`src/design/twfs_pkg.sv`:
```
// ----------------------------------------------------------------------------
// twfs_pkg
// types and constants of the two-wheel flap stepper controller
// ----------------------------------------------------------------------------
`default_nettype none

package twfs_pkg;

   localparam int CMD_W      = 2;
   localparam int STEP_W     = 16;
   localparam int PHASE_W    = 2;
   localparam int DEBOUNCE_W = 4;
   localparam int COIL_W     = 8;
   localparam int HOMING_W   = 2;
   localparam int CSR_IDX_W  = 3;
   localparam int CSR_DATA_W = 16;

   // register reset values
   localparam logic [STEP_W-1:0] FLAP_STEPS_RST            = 16'd202;
   localparam logic [STEP_W-1:0] UNIT_HOME_OFFSET_RST      = 16'd120;
   localparam logic [STEP_W-1:0] TICKS_PER_DAY_RST         = 16'd10800;
   localparam logic [STEP_W-1:0] TENS_FIRST_HOME_STEPS_RST = 16'd1940;
   localparam logic [STEP_W-1:0] TENS_REHOME_STEPS_RST     = 16'd100;
   localparam logic [STEP_W-1:0] FULL_TURN_STEPS_RST       = 16'd2048;

   // state reset values
   localparam logic [STEP_W-1:0]     REMAINING_RST      = 16'd2048;
   localparam logic [HOMING_W-1:0]   HOMING_RST         = 2'b11;
   localparam logic [DEBOUNCE_W-1:0] DEBOUNCE_MAX       = 4'd15;
   localparam logic [DEBOUNCE_W-1:0] RESET_DEBOUNCE_RST = DEBOUNCE_MAX;

   typedef enum logic [CMD_W-1:0] {
      CMD_STEP_TICK  = 2'd0,
      CMD_DAY_TICK   = 2'd1,
      CMD_UNITS_HOME = 2'd2,
      CMD_TENS_HOME  = 2'd3
   } cmd_type;

   typedef enum logic [CSR_IDX_W-1:0] {
      CSR_FLAP_STEPS            = 3'd0,
      CSR_UNIT_HOME_OFFSET      = 3'd1,
      CSR_TICKS_PER_DAY         = 3'd2,
      CSR_TENS_FIRST_HOME_STEPS = 3'd3,
      CSR_TENS_REHOME_STEPS     = 3'd4,
      CSR_FULL_TURN_STEPS       = 3'd5
   } csr_idx_type;

   typedef struct packed {
      logic [STEP_W-1:0] flap_steps;
      logic [STEP_W-1:0] unit_home_offset;
      logic [STEP_W-1:0] ticks_per_day;
      logic [STEP_W-1:0] tens_first_home_steps;
      logic [STEP_W-1:0] tens_rehome_steps;
      logic [STEP_W-1:0] full_turn_steps;
   } cfg_type;

   typedef struct packed {
      logic [PHASE_W-1:0]    units_phase;
      logic [PHASE_W-1:0]    tens_phase;
      logic [STEP_W-1:0]     units_remaining;
      logic [STEP_W-1:0]     tens_remaining;
      logic [STEP_W-1:0]     day_tick_count;
      logic [HOMING_W-1:0]   homing_pending;
      logic [DEBOUNCE_W-1:0] reset_debounce;
      logic [DEBOUNCE_W-1:0] advance_debounce;
      logic [COIL_W-1:0]     coil_register;
      logic                  lamp_on;
   } state_type;

endpackage

`default_nettype wire

```
`src/design/two_wheel_flap_stepper_controller.sv`:
```
// ----------------------------------------------------------------------------
// two_wheel_flap_stepper_controller
// Split-flap day counter controller: two four-phase steppers, button
// debounce, homing and the carry from the units wheel into the tens wheel.
//
// Usage:
//  - req_* channel (valid/ready) carries one event: step tick with both
//    button levels, day tick, units home switch or tens home switch.
//  - rsp_* channel (valid/ready) returns one transaction per event with the
//    coil drive, carry lamp, remaining steps and homing flags after it.
//  - csr_* is a write-only port, one register per cycle, index 0 to 5;
//    indexes 6 and 7 are ignored. Write only while no event is in flight.
//  - An event is taken into an input register, then the state update and
//    the result are computed in one pass into the result register: rsp_valid
//    rises once the event leaves the input register for the result register.
//  - Throughput is one event per cycle while rsp_ready is high; the state
//    register feeds straight back into the next-state logic, so events never wait.
//  - A stalled rsp_ready holds the result; the input register still takes
//    one more event, after which req_ready drops until the result leaves.
//  - Synchronous reset loads the register defaults, both wheels with 2048
//    steps, both homing flags set and empties both registers.
// ----------------------------------------------------------------------------
`default_nettype none

module two_wheel_flap_stepper_controller (
   input  logic                             clock,
   input  logic                             reset,

   input  logic                             req_valid,
   output logic                             req_ready,
   input  logic [twfs_pkg::CMD_W-1:0]       req_command,
   input  logic                             req_reset_button_high,
   input  logic                             req_advance_button_high,

   output logic                             rsp_valid,
   input  logic                             rsp_ready,
   output logic [twfs_pkg::COIL_W-1:0]      rsp_coil_drive,
   output logic                             rsp_carry_lamp,
   output logic [twfs_pkg::STEP_W-1:0]      rsp_units_left,
   output logic [twfs_pkg::STEP_W-1:0]      rsp_tens_left,
   output logic [twfs_pkg::HOMING_W-1:0]    rsp_homing_flags,

   input  logic                             csr_we,
   input  logic [twfs_pkg::CSR_IDX_W-1:0]   csr_index,
   input  logic [twfs_pkg::CSR_DATA_W-1:0]  csr_wdata
);
   import twfs_pkg::*;

   cfg_type   cfg_ff;
   cfg_type   cfg_in;
   state_type state_ff;
   state_type state_in;
   state_type state_nxt;

   logic      in_valid_ff;
   logic      in_valid_in;
   cmd_type   in_cmd_ff;
   logic      in_rst_high_ff;
   logic      in_adv_high_ff;

   logic      out_valid_ff;
   logic      out_valid_in;
   logic      advance;

   // ---------------------------------------------------------------------
   // configuration registers
   // ---------------------------------------------------------------------
   always_comb begin
      cfg_in = cfg_ff;
      if (csr_we) begin
         case (csr_idx_type'(csr_index))
            CSR_FLAP_STEPS:            cfg_in.flap_steps            = csr_wdata;
            CSR_UNIT_HOME_OFFSET:      cfg_in.unit_home_offset      = csr_wdata;
            CSR_TICKS_PER_DAY:         cfg_in.ticks_per_day         = csr_wdata;
            CSR_TENS_FIRST_HOME_STEPS: cfg_in.tens_first_home_steps = csr_wdata;
            CSR_TENS_REHOME_STEPS:     cfg_in.tens_rehome_steps     = csr_wdata;
            CSR_FULL_TURN_STEPS:       cfg_in.full_turn_steps       = csr_wdata;
            default:                   cfg_in = cfg_ff;
         endcase
      end
   end

   always_ff @(posedge clock) begin
      if (reset) begin
         cfg_ff.flap_steps            <= FLAP_STEPS_RST;
         cfg_ff.unit_home_offset      <= UNIT_HOME_OFFSET_RST;
         cfg_ff.ticks_per_day         <= TICKS_PER_DAY_RST;
         cfg_ff.tens_first_home_steps <= TENS_FIRST_HOME_STEPS_RST;
         cfg_ff.tens_rehome_steps     <= TENS_REHOME_STEPS_RST;
         cfg_ff.full_turn_steps       <= FULL_TURN_STEPS_RST;
      end else begin
         cfg_ff <= cfg_in;
      end
   end

   // ---------------------------------------------------------------------
   // handshake: input register, then result register
   // ---------------------------------------------------------------------
   assign advance      = in_valid_ff && (!out_valid_ff || rsp_ready);
   assign req_ready    = !in_valid_ff || advance;
   assign in_valid_in  = (req_valid && req_ready) || (in_valid_ff && !advance);
   assign out_valid_in = advance || (out_valid_ff && !rsp_ready);

   always_ff @(posedge clock) begin
      if (reset) begin
         in_valid_ff  <= 1'b0;
         out_valid_ff <= 1'b0;
      end else begin
         in_valid_ff  <= in_valid_in;
         out_valid_ff <= out_valid_in;
      end
   end

   always_ff @(posedge clock) begin
      if (req_valid && req_ready) begin
         in_cmd_ff      <= cmd_type'(req_command);
         in_rst_high_ff <= req_reset_button_high;
         in_adv_high_ff <= req_advance_button_high;
      end
   end

   // ---------------------------------------------------------------------
   // controller state
   // ---------------------------------------------------------------------
   twfs_core u_core (
      .state_cur           (state_ff),
      .cfg                 (cfg_ff),
      .command             (in_cmd_ff),
      .reset_button_high   (in_rst_high_ff),
      .advance_button_high (in_adv_high_ff),
      .state_nxt           (state_nxt)
   );

   assign state_in = advance ? state_nxt : state_ff;

   always_ff @(posedge clock) begin
      if (reset) begin
         state_ff.units_phase      <= '0;
         state_ff.tens_phase       <= '0;
         state_ff.units_remaining  <= REMAINING_RST;
         state_ff.tens_remaining   <= REMAINING_RST;
         state_ff.day_tick_count   <= '0;
         state_ff.homing_pending   <= HOMING_RST;
         state_ff.reset_debounce   <= RESET_DEBOUNCE_RST;
         state_ff.advance_debounce <= '0;
         state_ff.coil_register    <= '0;
         state_ff.lamp_on          <= 1'b0;
      end else begin
         state_ff <= state_in;
      end
   end

   // ---------------------------------------------------------------------
   // result register
   // ---------------------------------------------------------------------
   always_ff @(posedge clock) begin
      if (advance) begin
         rsp_coil_drive   <= state_nxt.coil_register;
         rsp_carry_lamp   <= state_nxt.lamp_on;
         rsp_units_left   <= state_nxt.units_remaining;
         rsp_tens_left    <= state_nxt.tens_remaining;
         rsp_homing_flags <= state_nxt.homing_pending;
      end
   end

   assign rsp_valid = out_valid_ff;

endmodule

`default_nettype wire

```
`src/design/twfs_core.sv`:
```
// ----------------------------------------------------------------------------
// twfs_core
// next-state logic: applies one event to the controller state
// ----------------------------------------------------------------------------
`default_nettype none

module twfs_core (
   input  twfs_pkg::state_type state_cur,
   input  twfs_pkg::cfg_type   cfg,
   input  twfs_pkg::cmd_type   command,
   input  logic                reset_button_high,
   input  logic                advance_button_high,
   output twfs_pkg::state_type state_nxt
);
   import twfs_pkg::*;

   state_type             s;
   logic [DEBOUNCE_W-1:0] rst_dbn;
   logic [DEBOUNCE_W-1:0] adv_dbn;
   logic [STEP_W-1:0]     day_cnt;

   always_comb begin
      s       = state_cur;
      rst_dbn = state_cur.reset_debounce;
      adv_dbn = state_cur.advance_debounce;
      day_cnt = state_cur.day_tick_count + STEP_W'(1);

      case (command)
         CMD_STEP_TICK: begin
            // reset button: re-home when the counter runs down to zero
            if (reset_button_high) begin
               if (rst_dbn != DEBOUNCE_MAX) rst_dbn = rst_dbn + DEBOUNCE_W'(1);
            end else if (rst_dbn != '0) begin
               rst_dbn = rst_dbn - DEBOUNCE_W'(1);
               if (rst_dbn == '0) begin
                  s.homing_pending  = HOMING_RST;
                  s.units_remaining = cfg.full_turn_steps;
                  s.tens_remaining  = cfg.full_turn_steps;
                  s.day_tick_count  = '0;
               end
            end
            s.reset_debounce = rst_dbn;

            // advance button: one extra flap on the units wheel
            if (advance_button_high) begin
               if (adv_dbn != DEBOUNCE_MAX) adv_dbn = adv_dbn + DEBOUNCE_W'(1);
            end else if (adv_dbn != '0) begin
               adv_dbn = adv_dbn - DEBOUNCE_W'(1);
               if (adv_dbn == '0) begin
                  s.units_remaining = s.units_remaining + cfg.flap_steps;
               end
            end
            s.advance_debounce = adv_dbn;

            // phases run backwards, one coil at a time
            if (s.units_remaining != '0) begin
               s.units_remaining        = s.units_remaining - STEP_W'(1);
               s.units_phase            = s.units_phase - PHASE_W'(1);
               s.coil_register[3:0]     = 4'b0001 << s.units_phase;
            end else begin
               s.coil_register[3:0]     = '0;
            end

            if (s.tens_remaining != '0) begin
               s.tens_remaining         = s.tens_remaining - STEP_W'(1);
               s.tens_phase             = s.tens_phase - PHASE_W'(1);
               s.coil_register[7:4]     = 4'b0001 << s.tens_phase;
            end else begin
               s.coil_register[7:4]     = '0;
               s.lamp_on                = 1'b0;
            end
         end

         CMD_DAY_TICK: begin
            if (day_cnt >= cfg.ticks_per_day) begin
               s.day_tick_count  = '0;
               s.units_remaining = cfg.flap_steps;
            end else begin
               s.day_tick_count  = day_cnt;
            end
         end

         CMD_UNITS_HOME: begin
            s.homing_pending[0] = 1'b0;
            s.units_remaining   = cfg.unit_home_offset;
            // carry into the tens wheel once it has homed and stands still
            if (!state_cur.homing_pending[1] && (state_cur.tens_remaining == '0)) begin
               s.tens_remaining = cfg.flap_steps;
               s.lamp_on        = 1'b1;
            end
         end

         CMD_TENS_HOME: begin
            if (state_cur.homing_pending[1]) begin
               s.homing_pending[1] = 1'b0;
               s.tens_remaining    = cfg.tens_first_home_steps;
            end else begin
               s.tens_remaining    = cfg.tens_rehome_steps;
            end
         end

         default: begin
            s = state_cur;
         end
      endcase
   end

   assign state_nxt = s;

endmodule

`default_nettype wire

```
`config.mk`:
```
export PLATFORM = sky130hd
export DESIGN_NAME = two_wheel_flap_stepper_controller
export DESIGN_NICKNAME = d
export VERILOG_FILES = /design/src/design/twfs_pkg.sv /design/src/design/two_wheel_flap_stepper_controller.sv /design/src/design/twfs_core.sv
export SDC_FILE = /design/constraint.sdc
export NUM_CORES = 1
export LEC_CHECK = 0
export BUFFER_PORTS_ARGS = -buffer_cell sky130_fd_sc_hd__buf_4
export CORE_MARGIN = 2
export CORE_UTILIZATION = 45
export CTS_CLUSTER_DIAMETER = 40
export DETAILED_ROUTE_END_ITERATION = 8
export PLACE_DENSITY = 0.69
export SYNTH_ARGS = -nofsm -noshare
export SYNTH_HDL_FRONTEND = slang
export SYNTH_SLANG_ARGS = --single-unit
```
`constraint.sdc`:
```
create_clock -name clock -period 8 [get_ports clock]
set_clock_uncertainty 0.05 [all_clocks]
set_input_delay 0.8 -clock clock [delete_from_list [all_inputs] [get_ports clock]]
set_output_delay 0.8 -clock clock [all_outputs]
set_load 0.02 [all_outputs]
```
* Word level (Yosys, flattened, before mapping)
Index checks and enable logic that the tools add are counted.
** Storage, ports and cells
- Output and inout port bits :: 45
- Bits of input ports :: 28
- Memories kept :: 0
- ROM bits :: 0
- Bits in registers :: 216
- Word-level logic and storage cells :: 122
- Bits in latches :: 0
- Bits in writable memories :: 0
** Cells by class
- Reductions and logical operators :: 37
- Bitwise operators :: 0
- Multiply operators :: 0
- Equal/unequal tests :: 15
- Multiplexer cells :: 31
- Order comparisons :: 1
- Divide/modulo/power cells :: 0
- $add $sub $neg :: 10
- Shifts and indexed selects :: 2
** Operators with widths (number)
- 50-bit 2-to-1 mux :: 4
- 16-bit 2-to-1 mux :: 10
- 16-bit case mux with 3 select lines :: 2
- 4-bit 2-to-1 mux :: 8
- 16-bit case mux with 2 select lines :: 1
- 16-bit nonzero test :: 2
- 16-bit by 1-bit subtractor with 16-bit output (second input constant) :: 2
- 16-bit by 1-bit adder with 16-bit output (second input constant) :: 1
- 16-bit adder :: 1
- 16-bit greater-or-equal comparator :: 1
- 16-bit logical NOT :: 1
- 2-bit AND reduction :: 6
- 4-bit by 1-bit adder with 4-bit output (second input constant) :: 2
- 4-bit logical NOT :: 2
- 8-bit 2-to-1 mux :: 1
- 2-bit by 1-bit != test with 1-bit output (second input constant) :: 4
- 4-bit != test (second input constant) :: 2
- 4-bit AND reduction :: 2
- 4-bit nonzero test :: 2
- 1-bit by 2-bit left shift with 4-bit output (first input constant) :: 2
- 4-bit by 1-bit subtractor with 4-bit output (second input constant) :: 2
- 3-bit by 2-bit == test with 1-bit output (second input constant) :: 2
- 3-bit == test (second input constant) :: 2
- 1-bit case mux with 2 select lines :: 3
- other kinds (14) :: 31

* Logic depth before layout (Yosys ltp)
Gate-level depths: netlist (run 1).
- Word-level depth :: 14
- Gate-level depth with buffers :: 25
- Mapped depth without buffers :: 20

* Hierarchy
A second synthesis (run 1) with hierarchy kept.
** Second synthesis, totals
- Cells, all modules :: 1584
- Area, all modules :: 13426.6 µm²
** By module, submodules not included
- two_wheel_flap_stepper_controller :: area each 7971.4 µm², cells each 783, times used 1, seq. area each 4794.6 µm²
- twfs_core :: area each 5455.2 µm², cells each 801, times used 1, seq. area each 0.0 µm²

* Least setup slack after synthesis (run 1)
No wires, ideal clock.
- Path kind :: register to register
- From :: register state_ff[13] (netlist bit)
- To :: register rsp_units_left[12] (netlist bit) (data pin)
- Cell stages (with the launch flop) :: 24
- Path buffers :: 3
- Arrival :: 5.273 ns
- Path slack :: 2.417 ns
- Cells stage by stage :: dfxtp_1 inv_1 ha_1 xor2_2 nor4_4 buf_4 buf_2 buf_2 and2_1 a21o_1 ha_1 fa_1 nor2_1 nor2_1 inv_1 ha_1 inv_1 or4_4 o31ai_4 nand2_4 or4b_4 o211a_1 a211o_1 mux2_4
** RTL lines
- from (decl) :: line two_wheel_flap_stepper_controller.sv:51 : state_type state_ff;
- from (signal assigned) :: line two_wheel_flap_stepper_controller.sv:149 : state_ff <= state_in;
- to (signal assigned) :: line two_wheel_flap_stepper_controller.sv:160 : rsp_units_left <= state_nxt.units_remaining;
- to (decl) :: line two_wheel_flap_stepper_controller.sv:39 : output logic [twfs_pkg::STEP_W-1:0] rsp_units_left,

==> summary.txt, run 1 <==
Critical path
  • Crit path largest cell delay: 0.87 ns
  • Setup crit start kind: flip-flop
  • Crit path cell chain: inv_1, ha_1, xor2_2, or4_1, a21o_1, ha_1, fa_1, nor2_1, nor2_1, inv_1, ha_1, inv_1, or4_4, o31ai_4, nand2_4, nor4b_2, nand3_2, or4_1, o2111a_1
  • CP Class: reg2reg
  • Slowest CP cell: or4_1
  • Worst Setup End Kind: flip-flop
  • Worst Path Required: 8.22 ns
  • Crit path max-delay family: simple AND/OR/NAND/NOR gates
  • Crit path max fanout: 24
  • Buf/Inv on CP: 3
  • CP arrival: 6.53 ns

Final layout
  • Layout area overhead: 15.3%
  • Finished Cell Area: 0.0147 mm^2
  • Ant diodes: 0
  • Ratio of cells with drive above 1 in the final layout: 0.131
  • Most common cell after layout, fill and taps aside: nand2_1
  • Most frequent cells in the layout: nand2_1, a21oi_1, dfxtp_1
  • Nets: 1662

Run
  • Total of max-cap violations: 0

Placed design
  • DPL Wire Length: 27700 um
  • DP Worst Slack: 1.79 ns
  • GPL Wtd Cong: 0.934
  • # port buffers: 72
  • Placed inst area: 0.0135 mm^2

Timing
  • Setup Viol. Count Final: 0
  • Final Max Tran Viols: 0
  • Crit path time final: 6.31 ns
  • RSZ-0062 raised after global routing: false
  • Post-route clock period utilization: 0.789
  • Relative slew slack: 0.166
  • Worst-margin pin slew: 1.25 ns
  • Hold Vio Cnt, Final: 0
  • Final Worst Setup Slack: 1.69 ns
  • Setup TNS: 0 ns
  • Max Clock Freq: 158 MHz

Clock tree
  • Worst skew pair latency: 0.53 ns
  • Cts repair resizes: 0
  • Clock Tree Root: clkbuf_16
  • Total CTS buffers: 35
  • Clock Path Buffers: 3
  • CTS Sinks: 216
  • TritonCTS clock tree: built
  • Htree depth: 2
  • Post-CTS setup buffers: 0
  • Hold buffer count at CTS: 0
  • Clk pin slew, worst setup/hold paths: 0.05 ns

Drt
  • Detailed Route WL: 39800 um
  • Met2 Wirelength: 17400 um
  • WL met3: 3530 um
  • DRT antenna net count: 0
  • Vias per cell: 6.00
  • Drt first pass iters: 7
  • DR vias: 11904
  • Max Used Layer: met4
  • Drc violations: 0
  • 1st-iter DRT viols: 1181
  • WL/cell: 20.0 um
  • Metal-1 WL: 17200 um

Yosys
  • Asr flop ratio synth: 0
  • Post-synth EDFFs: 47
  • Synth Warn #: 0
  • #FFs+latches synth: 216
  • Register area share after synthesis: 0.377
  • Post-synthesis net count: 1634
  • Post-synthesis cell count: 1552
  • Synth cell types: 97
  • Yosys top cell by area: dfxtp_1
  • Synth top area share: 0.266
  • Dominant synthesized flop cell: dfxtp_1
  • Synth Area per Inst: 8.19 um^2
  • Mapped cell area: 0.0127 mm^2
  • Top post-synthesis cells by area: dfxtp_1, edfxtp_1, nand2_1

GRT
  • Global-route wire length before repair: 61100 um
  • Largest net degree at the start of global routing: 82
  • Number of global-route vias before repair: 10860
  • Gr ovfl total: 0
  • Overall routing resource usage: 0.267
  • Antenna violations before repair: 0

Die
  • Std-Cell Rows: 61
  • Starting Density: 0.458
  • Die ar.: 0.0296 mm^2
  • I/O pins: 73
  • Die X: 172 um
  • Chip height: 172 um
  • CORE AREA: 0.0278 mm^2

Power
  • Leakage: 5.80 nW
  • Max rail drop VDD: 0.174 mV
  • P per Cell Area: 214 mW/mm^2
  • Overall Power: 3.14 mW

Outcome
  • Status: complete, no violations

Hold path
  • Hold Crit Class: in2reg
registers in the layout, summed over array words and instances, names as in the netlist:
| name | cells |
|---|---|
| cfg_ff | 96 |
| in_adv_high_ff | 1 |
| in_cmd_ff | 2 |
| in_rst_high_ff | 1 |
| in_valid_ff | 1 |
| rsp_carry_lamp | 1 |
| rsp_coil_drive | 8 |
| rsp_homing_flags | 2 |
| rsp_tens_left | 16 |
| rsp_units_left | 16 |
| rsp_valid | 1 |
| state_ff | 71 |
final timing paths:
path	from	end	slack, ns	cells after the start
min reg2reg	state_ff[6]	state_ff[6]	0.40	2
max	state_ff[13]	rsp_units_left[4]	1.69	19
max reg2reg	state_ff[13]	rsp_units_left[4]	1.69	19
min	req_command[0]	in_cmd_ff[0]	0.40	1
final cells by class:
cell class / count / area, um^2
fill: 2660 / 13100
multi-input combinational: 1179 / 7300
sequential: 216 / 4790
clock buffer: 44 / 971
timing repair buffer: 88 / 661
tap: 378 / 473
inverter: 60 / 225
clock inverter: 20 / 223
metal layers:
layer / track usage / vias to the layer above
li1: - / 5643
met1: 0.368 / 5623
met2: 0.409 / 528
met3: 0.0584 / 110
met4: 0.103 / 0
met5: 0 / -
report_power, final:
group          leakage, nW  total, mW  switching (mW)  internal, mW
Sequential            1.82       1.20          0.0393          1.16
Clock                0.585       1.53           0.578         0.948
Combinational         3.39      0.415           0.261         0.154
cell families (layout without fill, tap and decap cells):
| family | Yosys count | in the layout | synth area share |
|---|---|---|---|
| buffers and inverters | 157 | 212 | 0.0489 |
| AND/OR/NAND/NOR | 599 | 599 | 0.225 |
| AO/OA/AOI/OAI | 421 | 421 | 0.212 |
| multiplexers | 59 | 59 | 0.0508 |
| XOR/XNOR | 46 | 46 | 0.0323 |
| adder cells (fa/ha/maj) | 54 | 54 | 0.0537 |
| flip-flops | 216 | 216 | 0.377 |
per-stage QoR:
step	utilization	hold WS, ns	std cells
global route	0.527	0.383	1985
finish	0.527	0.397	1985
CTS	0.527	0.382	1985
detailed placement	0.484	0.397	1921
global placement	0.484	0.388	1921
floorplan	-	0.382	1552
synth_stat cells, drive strengths merged (31+ instances only):
cell type,count
a21oi,178
clkbuf,81
dfxtp,169
edfxtp,47
ha,53
inv,59
mux2,31
nand2,265
nand3,54
nor2,97
nor3,42
o21ai,71
No activity file was read; power rests on OpenSTA's default activity.
==> inputs of run 2 (changes only) <==
==> constraint.sdc (replaced) <==
create_clock -name clock -period 6 [get_ports clock]
set_clock_uncertainty 0.05 [all_clocks]
set_input_delay 0.6 -clock clock [delete_from_list [all_inputs] [get_ports clock]]
set_output_delay 0.6 -clock clock [all_outputs]
set_load 0.02 [all_outputs]
==> run 2 against run 1 <==
Non-clock buffer count rose by 7. Die area did not move. Final cell count rose by 0.20%. Setup slack got worse by 1.4 ns. Worst hold slack got worse by 0.19 ns. Final area fell by 0.35%. Fmax rose by 11%. Wire length rose by 2.1%. Sequential power rose by 33%. Critical path type unchanged.
==> summary.txt, run 2 (synthesis results as in run 1) <==
GRT
  • Met1 Track Usage GR: 0.372
  • Gr ovfl total: 0
  • Number of global-route vias before repair: 10889
  • Overall routing resource usage: 0.272
  • Antenna violations before repair: 0
  • Busiest grt layer: met2
  • Largest net degree at the start of global routing: 96
  • Met3 usage: 0.0467
  • M2 GR Usage: 0.435
  • Global-route wire length before repair: 62000 um

Final layout
  • Final Non-Filler Cells: 1989
  • Layout area overhead: 14.9%
  • Ratio of cells with drive above 1 in the final layout: 0.132
  • Nets: 1668
  • Most frequent cells in the layout: nand2_1, a21oi_1, dfxtp_1
  • Max FFs per register: 96
  • Ant diodes: 0
  • Most common cell after layout, fill and taps aside: nand2_1
  • Largest registers: cfg_ff (96), state_ff (71)
  • Biggest register: cfg_ff

Die
  • Std-Cell Rows: 61
  • Die X: 172 um
  • Starting Density: 0.458
  • Die ar.: 0.0296 mm^2
  • Chip height: 172 um
  • I/O pins: 73
  • CORE AREA: 0.0278 mm^2

Run
  • Total of max-cap violations: 0

Clock tree
  • Clock Tree Root: clkbuf_16
  • Hold buffer count at CTS: 0
  • Clock Path Buffers: 3
  • Total CTS buffers: 34
  • Clk pin slew, worst setup/hold paths: 0.06 ns
  • TritonCTS clock tree: built
  • Worst skew pair latency: 0.51 ns
  • Post-CTS setup buffers: 0
  • Htree depth: 2
  • CTS Sinks: 216
  • Cts repair resizes: 0

Drt
  • DRT antenna net count: 0
  • Drt first pass iters: 6
  • 1st-iter DRT viols: 1383
  • DR vias: 11985
  • Drc violations: 0
  • Detailed Route WL: 40600 um
  • WL/cell: 20.4 um
  • Vias per cell: 6.03

Power
  • P per Cell Area: 277 mW/mm^2
  • Leakage: 5.78 nW
  • Clk pwr share: 0.465
  • Seq pwr share: 0.396
  • Internal: 2.90 mW
  • Sw Ratio: 0.282
  • P_sw: 1.14 mW
  • Logic pwr share: 0.138
  • Max rail drop VDD: 0.163 mV

Timing
  • Relative slew slack: 0.200
  • Max Clock Freq: 176 MHz
  • Final Max Tran Viols: 0
  • Hold Vio Cnt, Final: 0
  • Crit path time final: 5.69 ns
  • Worst-margin pin slew: 1.19 ns
  • Setup Viol. Count Final: 0
  • RSZ-0062 raised after global routing: false
  • Post-route clock period utilization: 0.948
  • Setup TNS: 0 ns

Outcome
  • Status: complete, no violations

Hold path
  • Hold Crit Class: in2reg

Placed design
  • DPL Wire Length: 28300 um
  • GPL Wtd Cong: 0.941
  • # port buffers: 72
  • Placed Instances: 1928

Critical path
  • Slowest CP cell: or4_1
  • Crit path cell chain: inv_1, ha_1, xor2_2, nor4_4, buf_4, and2_1, a21o_1, ha_1, fa_1, nor2_1, nor2_1, inv_1, ha_1, inv_1, or4_4, o31ai_4, nand2_4, nor4b_2, nand3_4, or4_1, o2111a_1
  • Setup crit start kind: flip-flop
  • Crit path largest cell delay: 0.56 ns
  • CP Class: reg2reg
  • Worst Path Required: 6.21 ns
  • Worst Setup End Kind: flip-flop
  • CP arrival: 5.90 ns
  • Crit path max fanout: 18
[run 2: worst max-delay path, delay by kind of cell (launching register included)]
family	cells	cell delay, ns
simple gates	9	2.64
fa+ha+maj	4	1.09
compound gates	3	0.37
xor+xnor	1	0.20
buf+inv	4	0.59
flops	1	0.48
[run 2: metal layers]
layer | part of all wire | routed length (um)
met5 | 0 | 0
met4 | 0.036 | 1460
met2 | 0.45 | 18300
met3 | 0.086 | 3500
met1 | 0.43 | 17300
[run 2: cell type report]
cell class	count	area [um^2]
flip-flops and latches	216	4790
fillers	2655	13200
well taps	378	473
inverters	60	225
multi-input cells	1179	7310
repair buffers	95	713
clock buffers	43	916
clock inverters	18	165
[run 2: path summary, 6_finish.rpt]
| kind | start | slack, ns | to | depth (start not counted) |
|---|---|---|---|---|
| worst max register to register | state_ff[13] | 0.31 | rsp_units_left[4] | 21 |
| worst min-delay path | req_command[0] | 0.21 | in_cmd_ff[0] | 1 |
| worst max-delay path | state_ff[13] | 0.31 | rsp_units_left[4] | 21 |
| worst min register to register | cfg_ff[38] | 0.40 | cfg_ff[38] | 2 |
[run 2: metrics by stage]
stage | power [mW] | cell area (um^2) | util | setup WS [ns] | hold WS (ns)
2_1_floorplan | 1.99 | 12700 | - | 0.417 | 0.382
3_3_place_gp | 2.17 | 13500 | 0.486 | 0.489 | 0.388
3_5_place_dp | 2.17 | 13500 | 0.486 | 0.381 | 0.397
4_1_cts | 4.05 | 14600 | 0.525 | 0.329 | 0.205
5_1_grt | 4.17 | 14600 | 0.525 | 0.0415 | 0.209
6_report | 4.04 | 14600 | 0.525 | 0.310 | 0.210
[run 2: power groups by stage]
stage / combinational [mW] / clock (mW) / sequential (mW)
detailed placement: 0.542 / 0 / 1.63
global route: 0.607 / 1.95 / 1.61
CTS: 0.546 / 1.90 / 1.60
global placement: 0.537 / 0 / 1.63
floorplan: 0.361 / 0 / 1.63
finish: 0.559 / 1.88 / 1.60
